### config.mk
export PLATFORM = sky130hd
export DESIGN_NAME = lbtc_rot_matrix
export DESIGN_NICKNAME = d
export VERILOG_FILES = /design/src/sv/lbtc_pkg.sv /design/src/sv/lbtc_rot_matrix.sv
export SDC_FILE = /design/constraint.sdc
export NUM_CORES = 2
export LEC_CHECK = 0
export BUFFER_PORTS_ARGS = -buffer_cell sky130_fd_sc_hd__buf_2
export CORE_MARGIN = 1.5
export CORE_UTILIZATION = 45
export DETAILED_ROUTE_END_ITERATION = 8
export SLEW_MARGIN = 20
export SYNTH_ARGS = -nofsm -noshare
export SYNTH_HDL_FRONTEND = slang
export SYNTH_SLANG_ARGS = --single-unit
### constraint.sdc
create_clock -name clk -period 19.4 [get_ports clk]
set_input_delay 0.97 -clock clk [delete_from_list [all_inputs] [get_ports clk]]
set_output_delay 0.97 -clock clk [all_outputs]
set_load 0.01 [all_outputs]
### src/sv/lbtc_pkg.sv
// lbtc_pkg: shared widths, constants, types and the cordic arctangent table
// for the lidar beam tilt compensation block; no dependencies
package lbtc_pkg;

	localparam int RANGE_FRAC_BITS = 10;

	localparam int IDX_W      = 10;
	localparam int RNG_W      = 16;
	localparam int ANG_W      = 16;
	localparam int STEP_W     = 14;
	localparam int Q_W        = 16;
	localparam int CFG_IDX_W  = 3;
	localparam int CFG_DATA_W = 16;

	// angles in Q3.13 radians
	localparam int TWO_PI  = 51472;
	localparam int PI      = 25736;
	localparam int HALF_PI = 12868;

	// floor(2^40 / TWO_PI), used to estimate the turn count
	localparam int RECIP_SH = 40;
	localparam longint RECIP = 64'd21361354;

	localparam int CORDIC_STEPS = 16;
	localparam int CORDIC_GAIN  = 652032874;
	localparam int ONE_Q14      = 16384;

	localparam int MW = 17;   // rotation coefficient width
	localparam int CW = 34;   // cordic x/y width, Q4.30
	localparam int ZW = 35;   // cordic angle width, Q5.30
	localparam int PW = 35;   // point coordinate width
	localparam int RW = 33;   // rotated coordinate width

	localparam int SAT_RAW = 32 << RANGE_FRAC_BITS;
	localparam logic [RNG_W-1:0] SAT_VAL = (SAT_RAW > 65535) ? 16'hFFFF : RNG_W'(SAT_RAW);

	typedef enum logic [CFG_IDX_W-1:0] {
		REG_MIN_RANGE   = 3'd0,
		REG_MAX_RANGE   = 3'd1,
		REG_START_ANGLE = 3'd2,
		REG_ANGLE_STEP  = 3'd3,
		REG_QUAT_W      = 3'd4,
		REG_QUAT_X      = 3'd5,
		REG_QUAT_Y      = 3'd6,
		REG_QUAT_Z      = 3'd7
	} cfg_reg_t;

	typedef enum logic [2:0] {
		MS_IDLE,
		MS_PROD,
		MS_NUM,
		MS_LOAD,
		MS_DIV
	} msq_state_t;

	typedef struct packed {
		logic signed [Q_W-1:0] w;
		logic signed [Q_W-1:0] x;
		logic signed [Q_W-1:0] y;
		logic signed [Q_W-1:0] z;
	} quat_t;

	typedef struct packed {
		logic signed [MW-1:0] m00;
		logic signed [MW-1:0] m01;
		logic signed [MW-1:0] m10;
		logic signed [MW-1:0] m11;
	} rot_mat_t;

	typedef struct packed {
		logic [IDX_W-1:0] idx;
		logic             last;
		logic             zero;
		logic             sat;
	} beam_tag_t;

	// atan(2^-i) in Q2.30
	function automatic logic signed [ZW-1:0] atan_q30(input int i);
		logic signed [ZW-1:0] v;
		case (i)
			0:  v = ZW'(843314857);
			1:  v = ZW'(497837829);
			2:  v = ZW'(263043837);
			3:  v = ZW'(133525159);
			4:  v = ZW'(67021687);
			5:  v = ZW'(33543516);
			6:  v = ZW'(16775851);
			7:  v = ZW'(8388437);
			8:  v = ZW'(4194283);
			9:  v = ZW'(2097149);
			10: v = ZW'(1048576);
			11: v = ZW'(524288);
			12: v = ZW'(262144);
			13: v = ZW'(131072);
			14: v = ZW'(65536);
			15: v = ZW'(32768);
			default: v = '0;
		endcase
		return v;
	endfunction

endpackage

### src/sv/lbtc_rot_matrix.sv
// lbtc_rot_matrix: builds the upper 2x2 rotation block from the quaternion
// with a shared 16-step restoring divider; depends on lbtc_pkg
module lbtc_rot_matrix import lbtc_pkg::*; (
	input  logic     clk,
	input  logic     arst_n,
	input  logic     start,
	input  quat_t    quat,
	output rot_mat_t mat,
	output logic     busy
);

	localparam int NW = 48;
	localparam int QB = 16;
	localparam int DW = 33;

	msq_state_t state_q, state_d;

	logic [30:0]        sq_w_q, sq_x_q, sq_y_q, sq_z_q;
	logic signed [31:0] xy_q, wz_q;
	logic [DW-1:0]      d_q;
	logic [NW-1:0]      mag_q [4];
	logic [3:0]         sgn_q;
	logic [1:0]         k_q;
	logic [3:0]         cnt_q;
	logic [DW:0]        rem_q;
	logic [QB-1:0]      lo_q, quo_q;
	rot_mat_t           mat_q;

	logic signed [31:0] pw, px, py, pz, pxy, pwz;
	logic [31:0]        yz_sum, xz_sum;
	logic signed [32:0] dif, sum;
	logic [32:0]        dif_abs, sum_abs;
	logic [NW-1:0]      num;
	logic [DW:0]        trial;
	logic               tbit;
	logic [QB-1:0]      qn;
	logic signed [MW-1:0] qs, q_one, q_sgn;

	assign pw  = quat.w * quat.w;
	assign px  = quat.x * quat.x;
	assign py  = quat.y * quat.y;
	assign pz  = quat.z * quat.z;
	assign pxy = quat.x * quat.y;
	assign pwz = quat.w * quat.z;

	assign yz_sum  = {1'b0, sq_y_q} + {1'b0, sq_z_q};
	assign xz_sum  = {1'b0, sq_x_q} + {1'b0, sq_z_q};
	assign dif     = {xy_q[31], xy_q} - {wz_q[31], wz_q};
	assign sum     = {xy_q[31], xy_q} + {wz_q[31], wz_q};
	assign dif_abs = dif[32] ? 33'(-dif) : 33'(dif);
	assign sum_abs = sum[32] ? 33'(-sum) : 33'(sum);

	assign num   = mag_q[k_q] + NW'(d_q >> 1);
	assign trial = {rem_q[DW-1:0], lo_q[QB-1]};
	assign tbit  = (trial >= {1'b0, d_q});
	assign qn    = {quo_q[QB-2:0], tbit};
	assign qs    = $signed({1'b0, qn});
	assign q_one = MW'(ONE_Q14) - qs;
	assign q_sgn = sgn_q[k_q] ? -qs : qs;

	// next state
	always_comb begin
		state_d = state_q;
		case (state_q)
			MS_IDLE: state_d = MS_IDLE;
			MS_PROD: state_d = MS_NUM;
			MS_NUM:  state_d = MS_LOAD;
			MS_LOAD: state_d = (d_q == '0) ? MS_IDLE : MS_DIV;
			MS_DIV: begin
				if (cnt_q == 4'(QB - 1))
					state_d = (k_q == 2'd3) ? MS_IDLE : MS_LOAD;
			end
			default: state_d = MS_IDLE;
		endcase
		if (start)
			state_d = MS_PROD;
	end

	// outputs
	always_comb begin
		busy = (state_q != MS_IDLE);
		mat  = mat_q;
	end

	always_ff @(posedge clk or negedge arst_n) begin
		if (!arst_n)
			state_q <= MS_IDLE;
		else
			state_q <= state_d;
	end

	// datapath
	always_ff @(posedge clk) begin
		case (state_q)
			MS_PROD: begin
				sq_w_q <= pw[30:0];
				sq_x_q <= px[30:0];
				sq_y_q <= py[30:0];
				sq_z_q <= pz[30:0];
				xy_q   <= pxy;
				wz_q   <= pwz;
			end
			MS_NUM: begin
				d_q      <= DW'(sq_w_q) + DW'(sq_x_q) + DW'(sq_y_q) + DW'(sq_z_q);
				mag_q[0] <= NW'({yz_sum, 15'b0});
				mag_q[1] <= NW'({dif_abs[31:0], 15'b0});
				mag_q[2] <= NW'({sum_abs[31:0], 15'b0});
				mag_q[3] <= NW'({xz_sum, 15'b0});
				sgn_q    <= {1'b0, sum[32], dif[32], 1'b0};
				k_q      <= '0;
			end
			MS_LOAD: begin
				rem_q <= (DW+1)'(num[NW-1:QB]);
				lo_q  <= num[QB-1:0];
				quo_q <= '0;
				cnt_q <= '0;
			end
			MS_DIV: begin
				rem_q <= tbit ? (trial - {1'b0, d_q}) : trial;
				lo_q  <= {lo_q[QB-2:0], 1'b0};
				quo_q <= qn;
				cnt_q <= cnt_q + 4'd1;
				if (cnt_q == 4'(QB - 1))
					k_q <= k_q + 2'd1;
			end
			default: ;
		endcase
	end

	// coefficients, identity out of reset and for a zero quaternion
	always_ff @(posedge clk or negedge arst_n) begin
		if (!arst_n) begin
			mat_q <= '{m00: MW'(ONE_Q14), m01: '0, m10: '0, m11: MW'(ONE_Q14)};
		end else if (state_q == MS_LOAD && d_q == '0) begin
			mat_q <= '{m00: MW'(ONE_Q14), m01: '0, m10: '0, m11: MW'(ONE_Q14)};
		end else if (state_q == MS_DIV && cnt_q == 4'(QB - 1)) begin
			case (k_q)
				2'd0: mat_q.m00 <= q_one;
				2'd1: mat_q.m01 <= q_sgn;
				2'd2: mat_q.m10 <= q_sgn;
				default: mat_q.m11 <= q_one;
			endcase
		end
	end

`ifndef NO_ASSERTIONS
	a_rem_below_div: assert property (@(posedge clk) disable iff (!arst_n)
		(state_q == MS_DIV) |-> ({1'b0, rem_q} < {2'b0, d_q}))
		else $error("divider remainder not below divisor");
	a_zero_quat_identity: assert property (@(posedge clk) disable iff (!arst_n)
		(state_q == MS_LOAD && d_q == '0 && !start) |=>
		(mat_q.m00 == MW'(ONE_Q14) && mat_q.m01 == '0 && mat_q.m10 == '0 &&
		 mat_q.m11 == MW'(ONE_Q14) && !busy))
		else $error("zero quaternion did not give identity");
	a_start_busy: assert property (@(posedge clk) disable iff (!arst_n)
		start |=> (state_q == MS_PROD))
		else $error("matrix update did not restart");
`endif

endmodule

* Word level (Yosys, flattened, before mapping)
Memory sizes are Yosys's and may differ from the RTL's. A register that Yosys moved wholly into a read port is not among the register bits. Cells that the tools add are included. Widths: inputs -> output; s select.
Storage, ports and cells: memory bits (writable) 128, bits of input ports 67, output and inout bits 69, word-level logic and storage cells 96, memories kept 1, bits in registers 364
Cells by class: reductions and logical operators 17, add/subtract/negate cells 15, multiplexer cells 26, $mul 6, eq/ne operators 11, $lt $le $gt $ge 2
Memories:
- mag_q | words 4, width 32, read ports 1, clocked after memory_dff 1, write ports 4, RTL line lbtc_rot_matrix.sv:21 | logic [NW-1:0] mag_q [4];
Operators by type and width (count):
- $mux 68 | 2
- $mul 16x16->31 | 4
- $add 31x31->32 | 3
- $mux 17 | 5
- $pmux 33 s2 | 1
- $mul 16x16->32 | 2
- $mux 32 | 2
- $neg 32->32 | 2
- $add 48x32->48 | 1
- $ge 34x33->1 | 1
- $add 32x31->33 | 1
- $add 32x32->33 | 1
- $add 33x31->33 | 1
- $logic_not 33->1 | 1
- $mux 33 | 1
- $sub 32x32->33 | 1
- $sub 33x33->33 | 1
- $pmux 16 s2 | 1
- $pmux 15 s2 | 1
- $neg 16->17 | 1
- $sub 15x16->17 const A | 1
- $pmux 3 s4 | 1
- $reduce_bool 2->1 | 6
- $reduce_and 2->1 | 5
- 22 further kinds | 31

* Logic depth before layout (Yosys ltp)
word-level depth 6, mapped depth 28, gate-level depth less buffers 27

* Worst setup path after synthesis
OpenSTA, ideal clock, no wires.
path type register to register, start point register state_q[2], end point register sq_w_q[0], enable pin, clock period less this slack 14.897 ns, path slack 4.503 ns, library setup time 0.994 ns, buffers on the path 1, data required time 18.406 ns, cell stages (with the launch flop) 3, arrival time 13.903 ns, cells stage by stage dfrtp_1 clkbuf_1 nor3b_1
On the way: cells in the longest elaborated chain, start to end 1
RTL lines:
- start, declared | RTL line lbtc_rot_matrix.sv:16 | msq_state_t state_q, state_d;
- start signal, assigned | RTL line lbtc_rot_matrix.sv:89 | state_q <= state_d;
- $eq 3x1->1 | RTL line lbtc_rot_matrix.sv:94 | case (state_q)
- end signal, assigned | RTL line lbtc_rot_matrix.sv:96 | sq_w_q <= pw[30:0];
- end, declared | RTL line lbtc_rot_matrix.sv:18 | logic [30:0] sq_w_q, sq_x_q, sq_y_q, sq_z_q;
Every way passes these cells. A chain may end at the register's enable or synchronous reset.

* Worst setup path in the final report
start point input quat[50] in the netlist's numbering, end point register sq_w_q[30], data pin
On the way: cells in the longest elaborated chain, start to end 1
RTL lines:
- start, declared | RTL line lbtc_rot_matrix.sv:7 | input quat_t quat,
- $mul 16x16->31 | RTL line lbtc_rot_matrix.sv:39 | assign pw = quat.w * quat.w;
- net pw[30] | RTL line lbtc_rot_matrix.sv:29 | logic signed [31:0] pw, px, py, pz, pxy, pwz;
The timed path passes the listed nets, and every way through them passes these cells.

==> reports/metrics.csv <==
metric,value,unit
status,completed,
CTS tree,built,
Via Count,58500,
Final HPWL DP,172000,microns
min Tclk post-route,8.39,ns
Num CTS Buffers,59,
syn avg cell area,9.62,sq um
Synth Warn #,0,
row count,158,
Netlist cell types,104,
Fin. Hold Viols,0,
Top Ports,136,
Post-Syn Area,0.0841,sq mm
dominant synthesized flop cell,edfxtp_1,
clk slew on worst S/H paths,0.06,ns
Layout Nets,11000,
Antenna Violating Nets Remaining,0,
initial antenna violation count,9,
Worst Path Required,19.83,ns
Worst Tran Pin Value,1.05,ns
Routed WL,215000,microns
DRC,0,
# Post-CTS Setup Buffers,0,
die area,0.190,sq mm
crit share post-route,0.432,
vias in the first global route,62100,
Clock Latency Late Sink,0.70,ns
Placed Cells,11100,
CP max FO,27,
"FF+latch count, synth",489,
total track usage,0.235,
max-slew violation count,0,
Hold/Removal Path Class,input port to register,
Final setup viols,0,
Final Skew,0.0471,ns
filler-free cell count of the finished design,11200,
number of synthesized flops with an enable pin,416,
Max Cap Viol,0,
arrival time worst endpoint,8.82,ns
"Seq/Total Area, Yosys",0.170,
Initial DRC Count,3856,
global placement routability congestion,0.931,
CTS HTree Levels,2,
Synth Instances,8743,
ranking of synthesized cells by area,"fa_1, edfxtp_1, ha_1",
Port-buffer cells,135,
setup ws final,11.01,ns
DP Worst Slack,10.35,ns
Die W,435,microns
share of the synthesized area in the top cell type,0.358,
CTS Root Cell,clkbuf_16,
area growth from synthesis to layout,5.99,%
crit path launch type,input port,
largest net degree at the start of global routing,165,
"FFs w/ async S/R, synth",0.145,
core area,0.186,sq mm
PostCTS Resize Cnt,0,
fmax,0.119,GHz
Via density,5.21,
global-route wire length before repair,349000,microns
starting density of the core,0.453,
crit path capture type,register,
die height,435,microns
Synth area leader,fa_1,
layout cell share with drive strength beyond 1,0.0444,
"count leader, synth",inv_1,
WS Path Type,input port to register,
drt pass-1 iters,5,
RSZ-0062 raised after global routing,false,
Max-slew headroom,0.299,
DR WL/cell,19.1,microns
Max Buffers Root-to-Sink,3,
total gr overflow,0,
Hold Buf Count CTS,0,
setup TNS,0,ns
clk sinks,489,
Synth top cells by count,"inv_1, fa_1, nand2_1, ha_1, nor2_1",
[flip-flops by register name, indices dropped and copies added, names as in the netlist, 16 cells and up, named ones only]
signal,count
lo_q,16
d_q,33
xy_q,32
wz_q,32
sq_z_q,30
sq_x_q,30
mat,68
mag_q,127
sq_w_q,30
sq_y_q,30
rem_q,33
[layout by cell type (no fill, tap or decap), types with 38 or more instances in the layout]
master	instances
nor2_1	522
a211oi_1	79
a21o_1	115
inv_1	2043
nand3_1	71
dfrtp_1	69
clkbuf_16	61
xor2_1	146
o21a_1	41
nor2b_1	70
nand2b_1	57
fa_1	1505
o21bai_1	53
and2_1	330
o21ai_0	181
xnor2_1	363
edfxtp_1	416
buf_4	46
buf_2	135
and3_1	55
ha_1	721
nand4_1	38
a21oi_1	320
nor3_1	94
nand2_1	748
[worst paths after layout]
| kind | from | slack, ns | end | cells after the start |
|---|---|---|---|---|
| hold reg to reg | lo_q[14] | 0.52 | lo_q[15] | 2 |
| min in group asynchronous | arst_n | 0.47 | mat[36] | 2 |
| max in group asynchronous | arst_n | 18.35 | mat[10] | 2 |
| setup reg to reg | sq_w_q[2] | 13.66 | d_q[31] | 17 |
| setup / recovery | quat[50] | 11.01 | sq_w_q[30] | 25 |
| hold / removal | start | 0.46 | state_q[1] | 2 |
[worst max-delay path, stage by stage]
cell,delay [ns]
buf_2,0.60
clkinv_1,0.67
nor2_1,0.33
ha_1,0.29
xor2_1,0.19
fa_1,0.54
inv_1,0.05
fa_1,0.47
fa_1,0.51
fa_1,0.49
inv_1,0.05
fa_1,0.48
inv_1,0.04
ha_1,0.36
a21oi_1,0.22
o221ai_1,0.14
a21o_1,0.21
a41oi_1,0.20
o31ai_1,0.20
or2_1,0.30
o311a_1,0.32
o41ai_1,0.60
o2111ai_1,0.24
a21oi_1,0.21
xnor2_1,0.09
[layout make-up]
cell class | count | area (sq um)
Antenna cell | 7 | 17.5
Clock buffer | 73 | 1630
Clock inverter | 36 | 340
Fill cell | 17500 | 96400
Inverter | 2059 | 7730
Multi-Input combinational cell | 5901 | 61000
Sequential cell | 489 | 14300
Tap cell | 2480 | 3100
Timing Repair Buffer | 183 | 1060
[stage by stage]
step	hold WS, ns	utilization	area (sq um)
after floorplan	0.484	-	84200
after global placement	0.509	0.470	87200
after detailed placement	0.511	0.470	87200
after CTS	0.410	0.480	89200
after global routing	0.426	0.480	89200
final	0.461	0.480	89200
[routing by layer]
metal | vias to the layer above | part of all wire | track usage
li1 | 27100 | - | -
met1 | 29800 | 0.44 | 0.333
met2 | 1439 | 0.48 | 0.386
met3 | 182 | 0.060 | 0.0304
met4 | 4 | 0.020 | 0.0473
met5 | - | 0.00010 | 0
[cell families after synthesis]
kind of cell | count (synthesis) | synth area share
xor gates and xnor gates | 509 | 0.0530
and+or+nand+nor | 2095 | 0.117
buffers and inverters | 2354 | 0.105
muxes | 45 | 0.0101
other | 2 | 0.0000892
DFF | 489 | 0.170
AOI/OAI and AO/OA | 1023 | 0.0794
adders and majority gates | 2226 | 0.465
Power is left out: the tool's default activity adds up to more than one toggle a clock period on the data nets, which glitch-free logic cannot reach.
